--- src/hdl/wscfv_pkg.sv ---
package wscfv_pkg;

  localparam int unsigned ByteW = 8;
  localparam int unsigned CountW = 7;
  localparam int unsigned CodeW = 16;
  localparam int unsigned RespW = 13;
  localparam int unsigned CpW = 21;

  localparam logic [CountW-1:0] CountSat = 7'd126;
  localparam logic [CountW-1:0] MaxLen = 7'd125;

  localparam logic [CodeW-1:0] CodeNormal = 16'd1000;
  localparam logic [CodeW-1:0] CodeProtoErr = 16'd1002;
  localparam logic [CodeW-1:0] CodeBadData = 16'd1007;
  localparam logic [CodeW-1:0] CodeStdHigh = 16'd1014;
  localparam logic [CodeW-1:0] CodeRsvNoStatus = 16'd1004;
  localparam logic [CodeW-1:0] CodeRsvNoCode = 16'd1005;
  localparam logic [CodeW-1:0] CodeRsvAbnormal = 16'd1006;
  localparam logic [CodeW-1:0] CodeRsvTls = 16'd1015;
  localparam logic [CodeW-1:0] CodeAppLow = 16'd3000;
  localparam logic [CodeW-1:0] CodeAppHigh = 16'd4999;

  typedef struct packed {
    logic [ByteW-1:0] payload_byte;
    logic             fin;
    logic             masked;
    logic             first;
    logic             last;
    logic             empty_req;
  } item_t;

  typedef struct packed {
    logic             valid;
    logic             accepted;
    logic [RespW-1:0] response_code;
  } verdict_t;

  typedef struct packed {
    logic [1:0]     pending;
    logic [CpW-1:0] value;
    logic [1:0]     length;
    logic           error;
  } utf8_t;

  function automatic utf8_t utf8_feed(utf8_t s, logic [ByteW-1:0] b);
    utf8_t r;
    r = s;
    if (!s.error) begin
      if (s.pending == 2'd0) begin
        if (b[7] == 1'b0) begin
          r = s;
        end else if (b[7:5] == 3'b110) begin
          r.value = {16'd0, b[4:0]};
          r.pending = 2'd1;
          r.length = 2'd1;
        end else if (b[7:4] == 4'b1110) begin
          r.value = {17'd0, b[3:0]};
          r.pending = 2'd2;
          r.length = 2'd2;
        end else if (b[7:3] == 5'b11110) begin
          r.value = {18'd0, b[2:0]};
          r.pending = 2'd3;
          r.length = 2'd3;
        end else begin
          r.error = 1'b1;
        end
      end else if (b[7:6] != 2'b10) begin
        r.error = 1'b1;
      end else begin
        r.value = {s.value[CpW-7:0], b[5:0]};
        r.pending = s.pending - 2'd1;
        if (r.pending == 2'd0) begin
          case (s.length)
            2'd1: r.error = (r.value < 21'h80);
            2'd2: r.error = (r.value < 21'h800) ||
                            (r.value >= 21'hD800 && r.value <= 21'hDFFF);
            default: r.error = (r.value < 21'h10000) || (r.value > 21'h10FFFF);
          endcase
        end
      end
    end
    return r;
  endfunction

  function automatic logic code_ok(logic [CodeW-1:0] c);
    logic in_range;
    in_range = (c >= CodeNormal && c <= CodeStdHigh) ||
               (c >= CodeAppLow && c <= CodeAppHigh);
    return in_range && c != CodeRsvNoStatus && c != CodeRsvNoCode &&
           c != CodeRsvAbnormal && c != CodeRsvTls;
  endfunction

endpackage

--- src/hdl/websocket_close_frame_validator.sv ---
// WebSocket close-frame payload checker.
// Slave channel: one close payload byte per word. s_tdata[7:0] is the byte,
// s_tlast marks the last byte, s_tuser carries fin, masked, first, empty_req.
// A frame with no payload is one word with empty_req set; tdata is ignored.
// Master channel: one word per frame, on the last byte or the empty word,
// m_tdata[0] = accepted, m_tdata[13:1] = response code (1000, echoed code,
// 1002 or 1007).
// The last byte is held in the input register, then the verdict is loaded
// into the result register; while the receiver stalls an earlier result, the
// verdict waits in the input register.
// Throughput: one byte per cycle while no verdict waits in the input register;
// each byte updates the count, close code and UTF-8 decoder state in a single pass.
// Reset (rst, synchronous): both stages empty and all frame state cleared.
// When the receiver stalls, the result word holds and bytes that give no
// verdict keep flowing; the next verdict waits in the input register, and
// s_tready drops only while it waits.
module websocket_close_frame_validator
  import wscfv_pkg::*;
(
  input  logic        clk,
  input  logic        rst,
  input  logic        s_tvalid,
  output logic        s_tready,
  input  logic [7:0]  s_tdata,   // payload_byte[7:0]
  input  logic        s_tlast,   // last
  input  logic [3:0]  s_tuser,   // fin, masked, first, empty_req
  output logic        m_tvalid,
  input  logic        m_tready,
  output logic [15:0] m_tdata    // accepted, response_code[12:0], zero pad
);

  logic     in_valid;
  item_t    in_item;
  logic     adv;
  verdict_t res;
  logic     out_valid;
  logic     out_accepted;
  logic [RespW-1:0] out_code;

  assign adv = in_valid && (!res.valid || !out_valid || m_tready);
  assign s_tready = !in_valid || adv;

  wscfv_core u_core (
    .clk  (clk),
    .rst  (rst),
    .step (adv),
    .item (in_item),
    .res  (res)
  );

  always_ff @(posedge clk) begin
    if (rst) begin
      in_valid <= 1'b0;
      out_valid <= 1'b0;
    end else begin
      if (s_tvalid && s_tready) begin
        in_valid <= 1'b1;
      end else if (adv) begin
        in_valid <= 1'b0;
      end
      if (adv && res.valid) begin
        out_valid <= 1'b1;
      end else if (m_tready) begin
        out_valid <= 1'b0;
      end
    end
    if (s_tvalid && s_tready) begin
      in_item.payload_byte <= s_tdata;
      in_item.fin <= s_tuser[0];
      in_item.masked <= s_tuser[1];
      in_item.first <= s_tuser[2];
      in_item.last <= s_tlast;
      in_item.empty_req <= s_tuser[3];
    end
    if (adv && res.valid) begin
      out_accepted <= res.accepted;
      out_code <= res.response_code;
    end
  end

  assign m_tvalid = out_valid;
  assign m_tdata = {2'b00, out_code, out_accepted};

endmodule

--- src/hdl/wscfv_core.sv ---
module wscfv_core
  import wscfv_pkg::*;
(
  input  logic     clk,
  input  logic     rst,
  input  logic     step,
  input  item_t    item,
  output verdict_t res
);

  logic [CountW-1:0] byte_count, byte_count_next;
  logic [CodeW-1:0]  close_code, close_code_next;
  utf8_t             utf8, utf8_next;

  logic [CountW-1:0] cnt_base;
  logic [CodeW-1:0]  cc_base;
  utf8_t             utf8_base;
  utf8_t             utf8_fed;
  logic              hdr_ok;
  logic              cc_ok;
  logic              text_bad;

  always_comb begin
    cnt_base = item.first ? '0 : byte_count;
    cc_base = item.first ? '0 : close_code;
    utf8_base = item.first ? '0 : utf8;
    utf8_fed = utf8_feed(utf8_base, item.payload_byte);

    close_code_next = cc_base;
    utf8_next = utf8_base;
    if (cnt_base == '0) begin
      close_code_next = {item.payload_byte, 8'd0};
    end else if (cnt_base == CountW'(1)) begin
      close_code_next = {cc_base[15:8], item.payload_byte};
    end else begin
      utf8_next = utf8_fed;
    end
    byte_count_next = (cnt_base < CountSat) ? cnt_base + CountW'(1) : cnt_base;

    hdr_ok = item.fin && item.masked && byte_count_next <= MaxLen &&
             byte_count_next != CountW'(1);
    cc_ok = code_ok(close_code_next);
    text_bad = byte_count_next > CountW'(2) &&
               (utf8_next.error || utf8_next.pending != 2'd0);

    res.valid = item.last || item.empty_req;
    if (item.empty_req) begin
      res.accepted = item.fin && item.masked;
      res.response_code = res.accepted ? CodeNormal[RespW-1:0] : CodeProtoErr[RespW-1:0];
    end else if (!hdr_ok || !cc_ok) begin
      res.accepted = 1'b0;
      res.response_code = CodeProtoErr[RespW-1:0];
    end else if (text_bad) begin
      res.accepted = 1'b0;
      res.response_code = CodeBadData[RespW-1:0];
    end else begin
      res.accepted = 1'b1;
      res.response_code = close_code_next[RespW-1:0];
    end
  end

  always_ff @(posedge clk) begin
    if (rst) begin
      byte_count <= '0;
      close_code <= '0;
      utf8 <= '0;
    end else if (step) begin
      if (item.empty_req || item.last) begin
        byte_count <= '0;
        close_code <= '0;
        utf8 <= '0;
      end else begin
        byte_count <= byte_count_next;
        close_code <= close_code_next;
        utf8 <= utf8_next;
      end
    end
  end

  a_count_sat: assert property (@(posedge clk) disable iff (rst)
    byte_count <= CountSat)
    else $error("byte count above saturation");

  a_pending_len: assert property (@(posedge clk) disable iff (rst)
    utf8.pending <= utf8.length)
    else $error("utf8 pending exceeds sequence length");

  a_clear_after: assert property (@(posedge clk) disable iff (rst)
    step && (item.last || item.empty_req) |=> byte_count == '0 && utf8.pending == 2'd0)
    else $error("frame state not cleared after verdict");

  a_reject_code: assert property (@(posedge clk) disable iff (rst)
    step && res.valid && !res.accepted |->
      res.response_code == CodeProtoErr[RespW-1:0] ||
      res.response_code == CodeBadData[RespW-1:0])
    else $error("reject with unexpected code");

endmodule
--- config.mk ---
export PLATFORM = sky130hd
export DESIGN_NAME = websocket_close_frame_validator
export DESIGN_NICKNAME = d
export VERILOG_FILES = /design/src/hdl/wscfv_pkg.sv /design/src/hdl/websocket_close_frame_validator.sv /design/src/hdl/wscfv_core.sv
export SDC_FILE = /design/constraint.sdc
export NUM_CORES = 1
export LEC_CHECK = 0
export ABC_CLOCK_PERIOD_IN_PS = 4800
export BUFFER_PORTS_ARGS = -buffer_cell sky130_fd_sc_hd__buf_2
export CORE_MARGIN = 2
export CORE_UTILIZATION = 41
export CTS_CLUSTER_SIZE = 24
export DETAILED_ROUTE_END_ITERATION = 16
export GPL_TIMING_DRIVEN = 0
export PLACE_DENSITY = 0.7
export SLEW_MARGIN = 20
export SYNTH_ARGS = -nofsm -noshare
export SYNTH_HDL_FRONTEND = slang
export SYNTH_SLANG_ARGS = --single-unit
--- constraint.sdc ---
create_clock -name clk -period 4.8 [get_ports clk]
set_input_delay 0.24 -clock clk [delete_from_list [all_inputs] [get_ports clk]]
set_output_delay 0.24 -clock clk [all_outputs]
set_load 0.1 [all_outputs]
; ---- After elaboration in Yosys (flattened, before gate mapping)
; Cells that the tools add are included.
[totals]
elab_cells = 111
n_memories = 0
romBits = 0
latchBits = 0
register_bits = 78
out_inout_bits = 18
input_bits = 17
ram_bits = 0
[classes]
n_reduce_logical = 34
bitwise_logic = 0
n_addsub = 2
magnitude_cmp = 13
eq_ne = 12
muxes = 34
n_mul = 0
shifts = 0
n_div = 0
[ops]
columns = op, n
row1 = 26-bit 2-to-1 mux, 6
row2 = 25-bit 2-to-1 mux, 3
row3 = "16-bit by 10-bit != test with 1-bit output, second input constant", 4
row4 = 16-bit 2-to-1 mux, 3
row5 = 23-bit 2-to-1 mux, 2
row6 = 14-bit 2-to-1 mux, 3
row7 = "21-bit by 16-bit >= comparator with 1-bit output, second input constant", 1
row8 = "21-bit greater-than comparator, second input constant", 1
row9 = "21-bit by 16-bit <= comparator with 1-bit output, second input constant", 1
row10 = "21-bit by 12-bit < comparator with 1-bit output, second input constant", 1
row11 = "21-bit by 17-bit < comparator with 1-bit output, second input constant", 1
row12 = "21-bit by 8-bit < comparator with 1-bit output, second input constant", 1
row13 = 7-bit 2-to-1 mux, 3
row14 = "16-bit by 10-bit >= comparator with 1-bit output, second input constant", 1
row15 = "16-bit by 12-bit >= comparator with 1-bit output, second input constant", 1
row16 = "16-bit by 10-bit <= comparator with 1-bit output, second input constant", 1
row17 = "16-bit by 13-bit <= comparator with 1-bit output, second input constant", 1
row18 = 1-bit logical AND, 14
row19 = 1-bit 2-to-1 mux, 10
row20 = 1-bit logical OR, 9
row21 = 8-bit 2-to-1 mux, 1
row22 = "7-bit by 1-bit adder with 7-bit output, second input constant", 1
row23 = "7-bit by 1-bit == test with 1-bit output, second input constant", 1
row24 = "7-bit by 2-bit greater-than comparator with 1-bit output, second input constant", 1
row25 = 16 further kinds, 24

; ---- Logic depth before layout (Yosys ltp)
[depth]
depth_word = 17
mapped_depth = 16
ltp_nobuf = 12

; ---- Modules after synthesis
; From an unflattened synthesis, not the netlist that was laid out.
[unflattened]
hier_cells = 443
area_unflattened_um2 = 3962.6
[by_module_without_submodules]
columns = mod, instances, area_each_um2, seq_area_each_um2, cells_per_inst
row1 = wscfv_core, 1, 3021.6, 860.8, 400
row2 = websocket_close_frame_validator, 1, 940.9, 850.8, 43

; ---- Least setup slack after synthesis
; Ideal clock, no wire load.
[synth_timing]
path_type = register to register
startpoint = register in_item[2] (netlist name)
endpoint = register out_code[9], data pin
path_stages_with_launch = 15
period_less_slack_ps = 3768
path_buffers = 3
setup_slack_ps = 1032
t_required_ps = 4541
t_arrival_ps = 3509
setup_time_ps = 259
path_cell_list = edfxtp_1 clkbuf_1 inv_1 clkbuf_1 nand2_1 ha_1 nor2b_1 a21oi_1 o2bb2ai_1 or3_1 or4_4 a21oi_2 o21bai_2 buf_6 a211o_1
[synth_between]
elab_chain_cells = 16
word_cells_on_any_way = 66
classes_between = 2 x add/sub / 13 x order compare / 8 x eq/ne / 22 x mux / 21 x reduce/logical
[synth_lines]
columns = item, line
row1 = from (decl), websocket_close_frame_validator.sv:33  ; item_t in_item;
row2 = 26-bit 2-to-1 mux, wscfv_core.sv:26  ; utf8_base = item.first ? '0 : utf8;
row3 = 21-bit by 16-bit >= comparator with 1-bit output or 21-bit by 16-bit <= comparator with 1-bit output (tied branches), wscfv_pkg.sv:76  ; (r.value >= 21'hD800 && r.value <= 21'hDFFF);
row4 = 1-bit logical AND, wscfv_pkg.sv:76
row5 = 1-bit logical OR, wscfv_pkg.sv:75  ; 2'd2: r.error = (r.value < 21'h800) ||
row6 = 1-bit case mux with 2 select lines, wscfv_pkg.sv:73  ; case (s.length)
row7 = 1-bit 2-to-1 mux, wscfv_pkg.sv:72  ; if (r.pending == 2'd0) begin
row8 = 1-bit 2-to-1 mux, wscfv_pkg.sv:67  ; end else if (b[7:6] != 2'b10) begin
row9 = 1-bit 2-to-1 mux, wscfv_pkg.sv:49  ; if (s.pending == 2'd0) begin
row10 = 26-bit 2-to-1 mux, wscfv_pkg.sv:48  ; if (!s.error) begin
row11 = 26-bit 2-to-1 mux, wscfv_core.sv:33  ; end else if (cnt_base == CountW'(1)) begin
row12 = 26-bit 2-to-1 mux, wscfv_core.sv:31  ; if (cnt_base == '0) begin
row13 = 1-bit logical OR, wscfv_core.sv:44  ; (utf8_next.error || utf8_next.pending != 2'd0);
row14 = 1-bit logical AND, wscfv_core.sv:43  ; text_bad = byte_count_next > CountW'(2) &&
row15 = 14-bit 2-to-1 mux, wscfv_core.sv:53  ; end else if (text_bad) begin
row16 = 14-bit 2-to-1 mux (*), wscfv_core.sv:50  ; end else if (!hdr_ok || !cc_ok) begin
row17 = 14-bit 2-to-1 mux (*), wscfv_core.sv:47  ; if (item.empty_req) begin
row18 = to (signal assigned), websocket_close_frame_validator.sv:77  ; out_code <= res.response_code;
row19 = to (decl), websocket_close_frame_validator.sv:38  ; logic [RespW-1:0] out_code;
; Every way passes the cells marked *; elsewhere a longest branch is shown, timed or not.
; A chain may end at the register's enable or synchronous reset.

; ---- Worst setup path in the final report
; Ends and elaborated chain as after synthesis.

==> impl_metrics.toml <==
[clocking]
clk_pin_slew_ns = 0.08
htree_num_levels = 3
insertion_delay_ns = 0.37
cts_inserted_buffers = 9
clockBufferDepth = 2
cts_tree = "yes"
root_buffer = "clkbuf_8"
cts_num_sinks = 72

[placed_design]
hpwlAfterDp_mm = 7.84
dp_cells = 623
globalplace.congestion = 0.915
port_buffers = 31

[timing]
fmax_ghz = 0.221
timing.final.crit_period_ns = 4.53
setup_viol = 0
finalMaxSlewViolations = 0
finClkSkew_ns = 0.0121
slew_headroom_pct = 36.5
grt_setup_unrepaired = "false"
worst_slew_pin_slew_ns = 0.946
finalCritPeriodShare_pct = 94.3
finalSetupTns_ns = 0
finalHoldViolations = 0

[power]
ir_drop_mv = 0.170
p_leak_nw = 1.58
power.density_nw_per_um2 = 270

[die]
core_sq_um = 9640
io_pins = 35
fp.dieW_microns = 103
initial_core_util_pct = 41.6
die_h_microns = 103
row_count = 36
dieArea_sq_um = 10600

[synthesis]
synthCells = 458
synth_cell_types = 69
synthTopCellsByCount = "72 x nor2_1, 45 x dfxtp_1, 37 x nand2_1"
netlist_area_sq_um = 4010
synth_top_area_share_pct = 22.5
synth.ff_latch_count = 72
yosysTopAreaCell = "dfxtp_1"
yosysMostFrequentCell = "nor2_1"
ys_warn_count = 0
synth-edff-count = 27
synth_area_per_cell_sq_um = 8.76
async_reset_ff_share_pct = 0
yosys-top-cells-area = "dfxtp_1 22%, edfxtp_1 20%, nor2_1 6.7%, a22oi_1 6.0%, a21oi_1 3.5%"
yosys_most_used_dff = "dfxtp_1"
yosysSeqAreaShare_pct = 42.7

[routing]
avgViaCountPerCell = 5.93
drt_iter0_drc = 300
firstDrtPassIters = 5
avgRoutedWirePerCell_microns = 17.1
route.detailed.drc = 0
drt-total-wl_mm = 10.9
antenna_left = 0
num_vias = 3791

[status]
status = "finished, final reports clean"

[grt]
overflow = 0
grt_pass1_wl_mm = 17.3
grt.busiest_layer = "met2"
grtUsageMet1_pct = 30.1
grtUsageMet2_pct = 32.5
grt_pass1_vias = 3317
grt_antenna_before_repair = 0
use_met3_pct = 4.20
track_usage_pct = 21.5
grt_max_degree = 15

[worst_hold_path]
hp-class = "input port to flop"

[setup_path]
cp_data_required_time_ns = 4.92
worst_setup_path_end_kind = "flop"
crit_family = "simple AND/OR/NAND/NOR gates"
cp_slowest_stage_delay_ns = 0.51
path_cells = "clkbuf_1, inv_1, clkbuf_1, nand2_1, ha_1, nor2b_1, a21oi_2, o2bb2ai_1, or3_1, or4_4, a21oi_2, o21bai_2, buf_6, a211o_1"
critPathArrivalTime_ns = 4.65
cpMaxStageDelayCell = "clkbuf_1"
path_buf_inv = 4
critPathLaunchType = "flop"
crit_fanout = 10
critPathKind = "flop to flop"

[finish]
layout-drive-gt1-share_pct = 14.0
finalNonFillerCells = 639
areaGrowthSynthToFinish_pct = 13.3
finalNetCount = 525
antenna_cells = 0

[job]
drv_cap = 0
## worst reg2reg max path: cells and delay by family (launching register included)
kind | cells | cell delay [ns]
simple gates | 4 | 1.34
buf+inv | 4 | 1.14
compound gates | 5 | 1.04
flops | 1 | 0.46
fa+ha+maj | 1 | 0.32
## path summary, 6_finish.rpt
path / start / to / slack [ns] / cells past startpoint
hold reg to reg: u_core.utf8[2]$_SDFFE_PP0P_ / u_core.utf8[2]$_SDFFE_PP0P_ / 0.48 / 2
setup reg to reg: in_item[2]$_DFFE_PP_ / out_code[9]$_SDFFCE_PP1P_ / 0.27 / 14
setup / recovery: in_item[2]$_DFFE_PP_ / out_code[9]$_SDFFCE_PP1P_ / 0.27 / 14
hold / removal: s_tuser[1] / in_item[3]$_DFFE_PP_ / 0.05 / 1
## power breakdown
part	switching, mW	internal, mW	leakage (nW)
registers	0.00944	0.644	0.602
logic	0.0833	0.0246	0.890
clock network	0.243	0.221	0.0911
total	0.336	0.890	1.58
## logic make-up after synthesis
group                      after synthesis  synth area share [%]
muxes                                    3                 0.811
DFF                                     72                  42.7
xor gates and xnor gates                 2                 0.437
AOI/OAI and AO/OA                      146                  26.2
adders and majority gates                7                  2.18
and+or+nand+nor                        181                  22.4
buffers and inverters                   46                  5.18
other                                    1                0.0935
## cells in the final DEF, fill, tap and decap left out, types with 5 or more instances in the layout
cell type,count
a21o_1,5
a21oi_1,26
a22oi_1,32
a32o_1,5
a32oi_1,9
and3_1,6
buf_2,31
clkbuf_1,24
clkbuf_8,9
dfxtp_1,45
edfxtp_1,27
ha_1,7
inv_1,14
nand2_1,37
nand2b_1,6
nand3_1,9
nand4_1,8
nor2_1,71
nor2b_1,8
nor3_1,5
o21ai_0,19
## layer usage
| metal | wire [microns] | part of all wire [%] | vias to the layer above |
|---|---|---|---|
| met4 | 216 | 2.0 | 0 |
| met5 | 0 | 0 | - |
| met3 | 768 | 7.0 | 18 |
| met2 | 5030 | 46 | 152 |
| met1 | 4910 | 45 | 1818 |
| li1 | - | - | 1803 |
## cell type report
| cell class | instances | area [sq um] |
|---|---|---|
| clock buffer | 11 | 153 |
| buffer | 32 | 155 |
| timing repair buffer | 31 | 155 |
| inverter | 14 | 52.6 |
| sequential | 72 | 1710 |
| fill | 992 | 5090 |
| clock inverter | 5 | 37.5 |
| multi-input combinational | 341 | 2110 |
| tap | 133 | 166 |
## state kept, by name, indices dropped and copies added, names as in the netlist
register           cells
in_item               13
in_valid               1
m_tvalid               1
out_accepted           1
out_code              13
u_core.byte_count      7
u_core.close_code     16
u_core.utf8           20
## what timing repair did
item                                    4_1_cts  5_1_grt
buffers inserted                              0        0
endpoints found under the hold margin         0        0
endpoints found under the setup margin        0       14
resized for setup                             0        2
hold buffers                                  0        0
## metrics by stage
| step | util (%) | worst slack [ns] | area, sq um | hold WS (ns) | total power [mW] |
|---|---|---|---|---|---|
| final | 47.1 | 0.272 | 4540 | 0.0453 | 1.23 |
| after global routing | 47.1 | 0.0430 | 4540 | 0.0387 | 1.27 |
| after CTS | 47.0 | 0.111 | 4530 | 0.0408 | 1.23 |
| after detailed placement | 45.0 | 0.113 | 4340 | 0.418 | 0.773 |
| after global placement | 45.0 | 0.117 | 4340 | 0.416 | 0.772 |
| after floorplan | - | 1.03 | 4020 | 0.339 | 0.740 |
No activity file was read; power rests on OpenSTA's default activity.
